## src/design/rti_pkg.sv

```systemverilog
// Shared types and constants of the rate threshold interpolator.
package rti_pkg;

  localparam int CFG_W   = 5;
  localparam int IDX_W   = 4;
  localparam int DATA_W  = 32;
  localparam int RATE_W  = 32;

  // Item opcodes
  localparam logic OP_WRITE = 1'b0;
  localparam logic OP_QUERY = 1'b1;

  // One quotient step per bit of the 33-bit limit difference
  localparam int DIV_STEPS = DATA_W + 1;
  localparam int STEP_W    = $clog2(DIV_STEPS);

  typedef struct packed {
    logic [DATA_W-1:0] min_val;
    logic [DATA_W-1:0] max_val;
    logic [RATE_W-1:0] rate;
    logic              present;
  } rti_entry_t;

  // Controller to datapath
  typedef struct packed {
    logic mem_write;
    logic query_start;
    logic scan_issue;
    logic rd_a;
    logic rd_b;
    logic cap_a;
    logic div_load;
    logic div_step;
    logic load_out;
  } rti_cmd_t;

  // Datapath to controller
  typedef struct packed {
    logic scan_done;
    logic interp;
    logic div_last;
    logic out_free;
  } rti_sts_t;

endpackage

```

## src/design/rti_lane.sv

```systemverilog
// One interpolation lane: serial multiply-divide of the limit difference by num/den.
module rti_lane import rti_pkg::*; (
  input  logic              clk,
  input  logic              load,
  input  logic              step,
  input  logic [DATA_W-1:0] a,
  input  logic [DATA_W-1:0] b,
  input  logic [RATE_W-1:0] num,
  input  logic [RATE_W-1:0] den,
  output logic [DATA_W-1:0] result
);

  logic              neg_r;
  logic [DATA_W:0]   mag_r;
  logic [RATE_W-1:0] rem_r;
  logic [DATA_W:0]   quo_r;

  logic signed [DATA_W:0] diff;
  logic [RATE_W+1:0]      t_sum;
  logic [RATE_W+1:0]      t_red;
  logic [1:0]             digit;
  logic [DATA_W+1:0]      a_ext;
  logic [DATA_W+1:0]      q_adj;
  logic [DATA_W+1:0]      res_ext;

  // Signed difference of the two neighbor limits
  assign diff = $signed({b[DATA_W-1], b}) - $signed({a[DATA_W-1], a});

  // One step: remainder doubles, adds num for a set magnitude bit, then reduces by twice den or by den
  always_comb begin
    t_sum = {1'b0, rem_r, 1'b0} + (mag_r[DATA_W] ? {2'b00, num} : '0);
    if (t_sum >= {1'b0, den, 1'b0}) begin
      t_red = t_sum - {1'b0, den, 1'b0};
      digit = 2'd2;
    end else if (t_sum >= {2'b00, den}) begin
      t_red = t_sum - {2'b00, den};
      digit = 2'd1;
    end else begin
      t_red = t_sum;
      digit = 2'd0;
    end
  end

  always_ff @(posedge clk) begin
    if (load) begin
      neg_r <= diff[DATA_W];
      mag_r <= diff[DATA_W] ? (DATA_W + 1)'(-diff) : (DATA_W + 1)'(diff);
      rem_r <= '0;
      quo_r <= '0;
    end else if (step) begin
      mag_r <= {mag_r[DATA_W-1:0], 1'b0};
      rem_r <= t_red[RATE_W-1:0];
      quo_r <= {quo_r[DATA_W-1:0], 1'b0} + (DATA_W + 1)'(digit);
    end
  end

  // Floor toward minus infinity: a negative difference rounds its quotient up
  always_comb begin
    a_ext   = {a[DATA_W-1], a[DATA_W-1], a};
    q_adj   = (DATA_W + 2)'(quo_r) + (DATA_W + 2)'(neg_r && (rem_r != '0));
    res_ext = neg_r ? (a_ext - q_adj) : (a_ext + q_adj);
  end

  assign result = res_ext[DATA_W-1:0];

endmodule

```

## src/design/rti_dp.sv

```systemverilog
// Datapath: entry table, neighbor scan, two interpolation lanes and the result register.
module rti_dp import rti_pkg::*; #(
  parameter int TABLE_DEPTH = 16
) (
  input  logic                     clk,
  input  logic                     rst_n,
  input  rti_cmd_t                 cmd,
  output rti_sts_t                 sts,
  input  logic [IDX_W-1:0]         in_entry_index,
  input  logic signed [DATA_W-1:0] in_min_value,
  input  logic signed [DATA_W-1:0] in_max_value,
  input  logic                     in_rate_given,
  input  logic [RATE_W-1:0]        in_rate_hz,
  input  logic                     cfg_wr_en,
  input  logic [CFG_W-1:0]         cfg_wr_data,
  output logic                     out_valid,
  input  logic                     out_stall,
  output logic                     out_found,
  output logic signed [DATA_W-1:0] out_lower_limit,
  output logic signed [DATA_W-1:0] out_upper_limit
);

  localparam int AW = (TABLE_DEPTH > 1) ? $clog2(TABLE_DEPTH) : 1;
  localparam int CW = ($clog2(TABLE_DEPTH + 1) > CFG_W) ? $clog2(TABLE_DEPTH + 1) : CFG_W;
  localparam logic [CW-1:0] DEPTH_C = CW'(TABLE_DEPTH);

  // Configuration and query context
  logic [CFG_W-1:0]  count_r;
  logic [CW-1:0]     n_r;
  logic [RATE_W-1:0] q_r;

  // Table memory
  rti_entry_t        mem_r [TABLE_DEPTH];
  rti_entry_t        rdata_r;
  rti_entry_t        wentry;
  logic [AW-1:0]     waddr;
  logic [AW-1:0]     raddr;
  logic              wr_ok;

  // Scan state
  logic [CW-1:0]     sidx_r;
  logic              scan_vld_r;
  logic [AW-1:0]     scan_tag_r;
  logic              lo_vld_r;
  logic              hi_vld_r;
  logic [AW-1:0]     lo_idx_r;
  logic [AW-1:0]     hi_idx_r;
  logic [RATE_W-1:0] rl_r;
  logic [RATE_W-1:0] rh_r;
  logic              lo_hit;
  logic              hi_hit;

  // Interpolation
  logic [AW-1:0]     sel_a;
  logic              interp;
  logic              found;
  logic [DATA_W-1:0] a_min_r;
  logic [DATA_W-1:0] a_max_r;
  logic [RATE_W-1:0] num_r;
  logic [RATE_W-1:0] den_r;
  logic [STEP_W-1:0] step_r;
  logic [DATA_W-1:0] lane_min;
  logic [DATA_W-1:0] lane_max;

  // Result register
  logic              out_valid_r;
  logic              out_found_r;
  logic [DATA_W-1:0] out_lower_r;
  logic [DATA_W-1:0] out_upper_r;

  // Entry count register
  always_ff @(posedge clk) begin
    if (!rst_n) begin
      count_r <= '0;
    end else if (cfg_wr_en) begin
      count_r <= cfg_wr_data;
    end
  end

  // Write port: slots beyond the table are dropped
  assign wr_ok  = cmd.mem_write && (CW'(in_entry_index) < DEPTH_C);
  assign waddr  = AW'(in_entry_index);
  assign wentry = '{min_val: in_min_value, max_val: in_max_value,
                    rate: in_rate_hz, present: in_rate_given};

  // Read address select
  always_comb begin
    raddr = sidx_r[AW-1:0];
    if (cmd.rd_a) begin
      raddr = sel_a;
    end else if (cmd.rd_b) begin
      raddr = hi_idx_r;
    end
  end

  always_ff @(posedge clk) begin
    if (wr_ok) begin
      mem_r[waddr] <= wentry;
    end
    rdata_r <= mem_r[raddr];
  end

  // Nearest rated neighbors; strict compare keeps the first entry on ties
  assign lo_hit = scan_vld_r && rdata_r.present && (rdata_r.rate <= q_r) &&
                  (!lo_vld_r || (rl_r < rdata_r.rate));
  assign hi_hit = scan_vld_r && rdata_r.present && (rdata_r.rate >= q_r) &&
                  (!hi_vld_r || (rh_r > rdata_r.rate));

  always_ff @(posedge clk) begin
    if (!rst_n) begin
      scan_vld_r <= 1'b0;
      lo_vld_r   <= 1'b0;
      hi_vld_r   <= 1'b0;
      sidx_r     <= '0;
    end else begin
      scan_vld_r <= cmd.scan_issue;
      if (cmd.query_start) begin
        sidx_r   <= '0;
        lo_vld_r <= 1'b0;
        hi_vld_r <= 1'b0;
      end else begin
        if (cmd.scan_issue) begin
          sidx_r <= sidx_r + 1'b1;
        end
        if (lo_hit) begin
          lo_vld_r <= 1'b1;
        end
        if (hi_hit) begin
          hi_vld_r <= 1'b1;
        end
      end
    end
  end

  always_ff @(posedge clk) begin
    if (cmd.query_start) begin
      q_r <= in_rate_hz;
      n_r <= (CW'(count_r) > DEPTH_C) ? DEPTH_C : CW'(count_r);
    end
    if (cmd.scan_issue) begin
      scan_tag_r <= sidx_r[AW-1:0];
    end
    if (lo_hit) begin
      lo_idx_r <= scan_tag_r;
      rl_r     <= rdata_r.rate;
    end
    if (hi_hit) begin
      hi_idx_r <= scan_tag_r;
      rh_r     <= rdata_r.rate;
    end
  end

  // Outcome of the scan
  assign interp = lo_vld_r && hi_vld_r && (rh_r > rl_r);
  assign found  = lo_vld_r || hi_vld_r || (n_r != '0);

  always_comb begin
    if (lo_vld_r) begin
      sel_a = lo_idx_r;
    end else if (hi_vld_r) begin
      sel_a = hi_idx_r;
    end else begin
      sel_a = '0;
    end
  end

  // Lower neighbor (or the single entry) and fraction operands
  always_ff @(posedge clk) begin
    if (cmd.cap_a) begin
      a_min_r <= rdata_r.min_val;
      a_max_r <= rdata_r.max_val;
    end
    if (cmd.div_load) begin
      num_r <= q_r - rl_r;
      den_r <= rh_r - rl_r;
    end
  end

  // Step counter of the serial divide
  always_ff @(posedge clk) begin
    if (!rst_n) begin
      step_r <= '0;
    end else if (cmd.div_load) begin
      step_r <= '0;
    end else if (cmd.div_step) begin
      step_r <= step_r + 1'b1;
    end
  end

  // Lanes start at div_load with the operand registers of that same edge,
  // so the first step follows in the next cycle and sees them settled
  rti_lane u_lane_min (
    .clk    (clk),
    .load   (cmd.div_load),
    .step   (cmd.div_step),
    .a      (a_min_r),
    .b      (rdata_r.min_val),
    .num    (num_r),
    .den    (den_r),
    .result (lane_min)
  );

  rti_lane u_lane_max (
    .clk    (clk),
    .load   (cmd.div_load),
    .step   (cmd.div_step),
    .a      (a_max_r),
    .b      (rdata_r.max_val),
    .num    (num_r),
    .den    (den_r),
    .result (lane_max)
  );

  // Result register with its valid
  always_ff @(posedge clk) begin
    if (!rst_n) begin
      out_valid_r <= 1'b0;
    end else if (cmd.load_out) begin
      out_valid_r <= 1'b1;
    end else if (!out_stall) begin
      out_valid_r <= 1'b0;
    end
  end

  always_ff @(posedge clk) begin
    if (cmd.load_out) begin
      out_found_r <= found;
      if (!found) begin
        out_lower_r <= '0;
        out_upper_r <= '0;
      end else if (interp) begin
        out_lower_r <= lane_min;
        out_upper_r <= lane_max;
      end else begin
        out_lower_r <= a_min_r;
        out_upper_r <= a_max_r;
      end
    end
  end

  assign out_valid       = out_valid_r;
  assign out_found       = out_found_r;
  assign out_lower_limit = out_lower_r;
  assign out_upper_limit = out_upper_r;

  // Status to the controller
  assign sts.scan_done = (sidx_r == n_r);
  assign sts.interp    = interp;
  assign sts.div_last  = (step_r == STEP_W'(DIV_STEPS - 1));
  assign sts.out_free  = !out_valid_r || !out_stall;

endmodule

```

## src/design/rti_ctrl.sv

```systemverilog
// Controller: sequences table writes, the scan, neighbor reads, the divide and the result load.
module rti_ctrl import rti_pkg::*; (
  input  logic     clk,
  input  logic     rst_n,
  input  logic     in_valid,
  input  logic     in_op,
  output logic     in_stall,
  input  rti_sts_t sts,
  output rti_cmd_t cmd
);

  localparam logic [2:0] ST_IDLE = 3'd0;
  localparam logic [2:0] ST_SCAN = 3'd1;
  localparam logic [2:0] ST_RDA  = 3'd2;
  localparam logic [2:0] ST_RDB  = 3'd3;
  localparam logic [2:0] ST_LOAD = 3'd4;
  localparam logic [2:0] ST_DIV  = 3'd5;
  localparam logic [2:0] ST_FIN  = 3'd6;

  logic [2:0] state_r;
  logic [2:0] state_nxt;

  always_ff @(posedge clk) begin
    if (!rst_n) begin
      state_r <= ST_IDLE;
    end else begin
      state_r <= state_nxt;
    end
  end

  // Items enter only while idle
  assign in_stall = (state_r != ST_IDLE);

  // Next state and commands
  always_comb begin
    state_nxt = state_r;
    cmd       = '0;
    case (state_r)
      ST_IDLE: begin
        if (in_valid) begin
          if (in_op == OP_WRITE) begin
            cmd.mem_write = 1'b1;
          end else begin
            cmd.query_start = 1'b1;
            state_nxt       = ST_SCAN;
          end
        end
      end
      ST_SCAN: begin
        // last read is evaluated in the cycle that sees scan_done
        if (!sts.scan_done) begin
          cmd.scan_issue = 1'b1;
        end else begin
          state_nxt = ST_RDA;
        end
      end
      ST_RDA: begin
        cmd.rd_a  = 1'b1;
        state_nxt = ST_RDB;
      end
      ST_RDB: begin
        cmd.rd_b  = 1'b1;
        cmd.cap_a = 1'b1;
        state_nxt = sts.interp ? ST_LOAD : ST_FIN;
      end
      ST_LOAD: begin
        cmd.div_load = 1'b1;
        state_nxt    = ST_DIV;
      end
      ST_DIV: begin
        cmd.div_step = 1'b1;
        if (sts.div_last) begin
          state_nxt = ST_FIN;
        end
      end
      ST_FIN: begin
        if (sts.out_free) begin
          cmd.load_out = 1'b1;
          state_nxt    = ST_IDLE;
        end
      end
      default: begin
        state_nxt = ST_IDLE;
      end
    endcase
  end

endmodule

```

## src/design/rate_threshold_interpolator.sv

```systemverilog
// Top level of the rate threshold interpolator.
// Write item: taken back to back; no result.
// Query item: a table scan over n entries at one entry per cycle, where n is the clamped
// entry count, then the neighbor reads and, with interpolation, the 33-step serial
// multiply-divide; the block then waits while an earlier result stays stalled.
// Reset clears the controller, the entry count and the result valid; table is unset.
module rate_threshold_interpolator import rti_pkg::*; #(
  parameter int TABLE_DEPTH = 16
) (
  input  logic                     clk,
  input  logic                     rst_n,
  input  logic                     in_valid,
  output logic                     in_stall,
  input  logic                     in_op,
  input  logic [IDX_W-1:0]         in_entry_index,
  input  logic signed [DATA_W-1:0] in_min_value,
  input  logic signed [DATA_W-1:0] in_max_value,
  input  logic                     in_rate_given,
  input  logic [RATE_W-1:0]        in_rate_hz,
  input  logic                     cfg_wr_en,
  input  logic [CFG_W-1:0]         cfg_wr_data,
  output logic                     out_valid,
  input  logic                     out_stall,
  output logic                     out_found,
  output logic signed [DATA_W-1:0] out_lower_limit,
  output logic signed [DATA_W-1:0] out_upper_limit
);

  rti_cmd_t cmd;
  rti_sts_t sts;

  rti_ctrl u_ctrl (
    .clk      (clk),
    .rst_n    (rst_n),
    .in_valid (in_valid),
    .in_op    (in_op),
    .in_stall (in_stall),
    .sts      (sts),
    .cmd      (cmd)
  );

  rti_dp #(
    .TABLE_DEPTH (TABLE_DEPTH)
  ) u_dp (
    .clk             (clk),
    .rst_n           (rst_n),
    .cmd             (cmd),
    .sts             (sts),
    .in_entry_index  (in_entry_index),
    .in_min_value    (in_min_value),
    .in_max_value    (in_max_value),
    .in_rate_given   (in_rate_given),
    .in_rate_hz      (in_rate_hz),
    .cfg_wr_en       (cfg_wr_en),
    .cfg_wr_data     (cfg_wr_data),
    .out_valid       (out_valid),
    .out_stall       (out_stall),
    .out_found       (out_found),
    .out_lower_limit (out_lower_limit),
    .out_upper_limit (out_upper_limit)
  );

endmodule

```

## config.mk

```make
export PLATFORM = sky130hd
export DESIGN_NAME = rate_threshold_interpolator
export DESIGN_NICKNAME = d
export VERILOG_FILES = /design/src/design/rti_pkg.sv /design/src/design/rti_lane.sv /design/src/design/rti_dp.sv /design/src/design/rti_ctrl.sv /design/src/design/rate_threshold_interpolator.sv
export SDC_FILE = /design/constraint.sdc
export NUM_CORES = 2
export LEC_CHECK = 0
export BUFFER_PORTS_ARGS = -buffer_cell sky130_fd_sc_hd__buf_2
export CORE_MARGIN = 2
export CORE_UTILIZATION = 55
export DETAILED_ROUTE_END_ITERATION = 10
export PLACE_DENSITY = 0.8
export SYNTH_ARGS = -nofsm -noshare
export SYNTH_HDL_FRONTEND = slang
export SYNTH_SLANG_ARGS = --single-unit
```

## constraint.sdc

```tcl
create_clock -name clk -period 11.7 [get_ports clk]
set_input_delay 1.17 -clock clk [delete_from_list [all_inputs] [get_ports clk]]
set_output_delay 1.17 -clock clk [all_outputs]
set_load 0.01 [all_outputs]
```

==> impl_metrics.toml <==
[status]
status = "complete, no violations"

[yosys]
synth_flop_cell = "edfxtp_1"
async_reset_ff_share_pct = 0
postSynthAreaPerCell_um2 = 13.2
yosysWarnings = 0
synthTopCellsByArea = "edfxtp_1 54%, mux4_2 8.2%, ha_1 5.7%"
netlist.area_leader.share_pct = 54.0
syn_area_um2 = 107000
ys_ff_latch = 2174
ys_seq_area_share_pct = 58.6
synth_edf_count = 1926
synth_top_area_cell = "edfxtp_1"
syn_nets = 8715
syn-instance-count = 8102
ys_types = 111

[timing]
setup_viol = 0
finalHoldViolations = 0
slew_violations = 0
tightest_slew_ns = 1.30
fmax_mhz = 126
fin_crit_sh_pct = 67.6
skew_ns = 0.0835
finalSetupTns_ns = 0
rsz0062_at_grt = "no"
slew_headroom_pct = 13.1
period_needed_ns = 7.91
hold_slack_ns = 0.422

[setup_path]
cp-end-kind = "register"
path_buf_inv = 1
critPathTopFamily = "compound AO/OA/AOI/OAI gates"
critical_path_class = "register to register"
crit_required_ns = 12.42
crit_arrival_ns = 8.63
cp-start-kind = "register"
slowest_stage = "edfxtp_1"
r2r-start = "u_dp.u_lane_min.mag_r[32]"
cpPeakStageDelay_ns = 0.81
worstSetupStartpoint = "u_dp.u_lane_min.mag_r[32]"
worst-r2r-setup-slack_ns = 3.79
crit_fanout = 34

[clock_tree]
root_buffer = "clkbuf_16"
postCtsHoldBufs = 0
cts-resized-gates = 0
insertion_delay_ns = 0.91
clkTransAtPathRegs_ns = 0.06
cts.sinks = 2174
htreeDepth = 4
cts_tree = "done"
numCtsBuffers = 207
postCtsSetupRepairBufs = 0
cts_buffer_depth = 3

[die]
die_x_um = 445
start_util_pct = 55.1
fp.dieH_um = 445
core_um2 = 194000
die_area_um2 = 198000
io_pins = 179
row_count = 162

[placed_design]
place_area_um2 = 111000
portBuffers = 178
dp_hpwl_mm = 191
gp_congestion = 0.939

[power]
power.share.sequential_pct = 40.9
p_per_area_nw_per_um2 = 188
vdd_drop_max_mv = 0.154
p_comb_share_pct = 27.6
leakagePower_nw = 41.9
p_switching_mw = 7.06
p_int_mw = 15.1
p_sw_share_pct = 31.9
p_clk_share_pct = 31.5

[finish]
postLayoutCellArea_um2 = 118000
area_delta_synth_final_pct = 9.95
multi_input_area_um2 = 42000
fin_nets = 8841
layout-drive-gt1-share_pct = 13.0
n_fill_cell = 13879
register_area_um2 = 62800

[global_route]
grt_antenna_before_repair = 61
track_usage_pct = 30.7
grt_pass1_wl_mm = 456
grt-ovfl-total = 0
grt_pass1_vias = 70924
grt_max_degree = 137

[worst_hold_path]
holdCritStartpoint = "u_dp.rdata_r[71]"
hold_class = "register to register"

[detailed_routing]
firstDrtPassIters = 7
antenna_left = 0
vias = 72280
via_per_inst = 6.58
dr.first_iter.drc_count = 9066
wl_per_cell_um = 28.3
wl_mm = 311
drc_errors = 0

[run]
cap_viol_max_count = 0
## state kept, by name, summed over array words and instances, names as in the netlist, 33 cells and up
name                   cells
u_dp.mem_r              1552
u_dp.rdata_r              97
u_dp.u_lane_max.mag_r     33
u_dp.u_lane_min.mag_r     33
## per-stage QoR
| stage | power, mW | utilization [%] | setup WS (ns) | instances |
|---|---|---|---|---|
| 2_1_floorplan | 13.5 | - | 2.60 | 8102 |
| 3_3_place_gp | 14.9 | 57.0 | 4.05 | 10561 |
| 3_5_place_dp | 15.1 | 57.0 | 4.03 | 10561 |
| 4_1_cts | 22.0 | 60.6 | 3.98 | 10949 |
| 5_1_grt | 23.0 | 60.6 | 3.28 | 10974 |
| 6_report | 22.1 | 60.6 | 3.79 | 10977 |
## cell usage in the layout, fill, tap and decap left out, types with 197 or more instances in the layout
master     netlist  routed
o21ai_0        329     329
xnor2_1        316     316
a21o_1         198     197
ha_1           489     489
and2_1         201     199
dfxtp_1        248     248
xor2_1         250     250
a21oi_1        484     480
nor2_1         452     439
nand2_1        654     652
inv_1          320     320
edfxtp_1      1926    1926
clkbuf_16        0     211
mux4_2         388     388
## cell families (layout without fill, tap and decap cells)
| kind of cell | count (synthesis) | count (layout) | share of synthesized area (%) |
|---|---|---|---|
| flip-flops | 2174 | 2174 | 58.6 |
| AND/OR/NAND/NOR | 2001 | 2001 | 9.07 |
| AO/OA/AOI/OAI | 1752 | 1752 | 10.6 |
| buffers and inverters | 656 | 961 | 2.41 |
| XOR/XNOR | 567 | 567 | 4.64 |
| adder cells (fa/ha/maj) | 501 | 501 | 5.93 |
| multiplexers | 451 | 451 | 8.76 |
| other | 0 | 28 | 0 |
## layer usage
metal	wire length, um	up-vias	track usage (%)
met5	213	-	0
met4	15600	34	15.4
met3	29700	702	5.64
met2	147000	4456	49.0
met1	119000	35809	40.6
li1	-	31279	-
## power groups by stage
| stage | Combinational (mW) | Sequential (mW) | Clock, mW |
|---|---|---|---|
| detailed placement | 5.88 | 9.19 | 0 |
| floorplan | 4.46 | 9.04 | 0 |
| finish | 6.10 | 9.05 | 6.97 |
| global placement | 5.75 | 9.18 | 0 |
| global route | 6.62 | 9.06 | 7.28 |
| CTS | 5.99 | 9.03 | 7.02 |
## synth_stat cells (all sizes together) (59+ instances only)
master and number:
clkbuf 241, nand2b 59, and3 63, dfxtp 248, xor2 250, nand2 654, edfxtp 1926, inv 321
a21oi 487, o21a 64, nand3 134, xnor2 317, and2 205, a31oi 161, o21ai 338, nor2 452
a211oi 141, nand4 96, buf 92, mux4 388, ha 489, nor3 94, a21o 198
## path summary, 6_finish.rpt
path	to	depth (start not counted)
worst max-delay path	u_dp.u_lane_min.rem_r[12]	25
worst min-delay path	u_dp.a_min_r[6]	0
worst max register to register	u_dp.u_lane_min.rem_r[12]	25
worst min register to register	u_dp.a_min_r[6]	0
## worst register-to-register path, cell delays in order, from the launching register on
cell       delay, ns
edfxtp_1        0.81
and2_1          0.37
ha_1            0.22
fa_1            0.43
a211o_1         0.30
a211oi_1        0.36
o2111ai_1       0.28
nand4_1         0.22
a31oi_1         0.15
o21ai_0         0.36
nand2b_1        0.10
a21oi_1         0.19
xnor2_1         0.23
ha_1            0.38
a21oi_1         0.16
o21bai_1        0.09
a21o_1          0.21
a221oi_1        0.35
nand2_1         0.09
o31ai_1         0.54
o2111ai_1       0.27
a21oi_4         0.62
buf_4           0.52
mux2i_1         0.26
o21ai_0         0.09
a22o_1          0.21
## layout make-up
| cell class | instances | share of cell area (%) |
|---|---|---|
| Multi-Input combinational cell | 5272 | 35.7 |
| Tap cell | 2542 | 2.70 |
| Timing Repair Buffer | 250 | 1.32 |
| Clock buffer | 268 | 4.79 |
| Clock inverter | 120 | 1.14 |
| Inverter | 323 | 1.03 |
| Sequential cell | 2174 | 53.3 |
| Antenna cell | 28 | 0.0595 |
(Power assumes the default switching activity.)
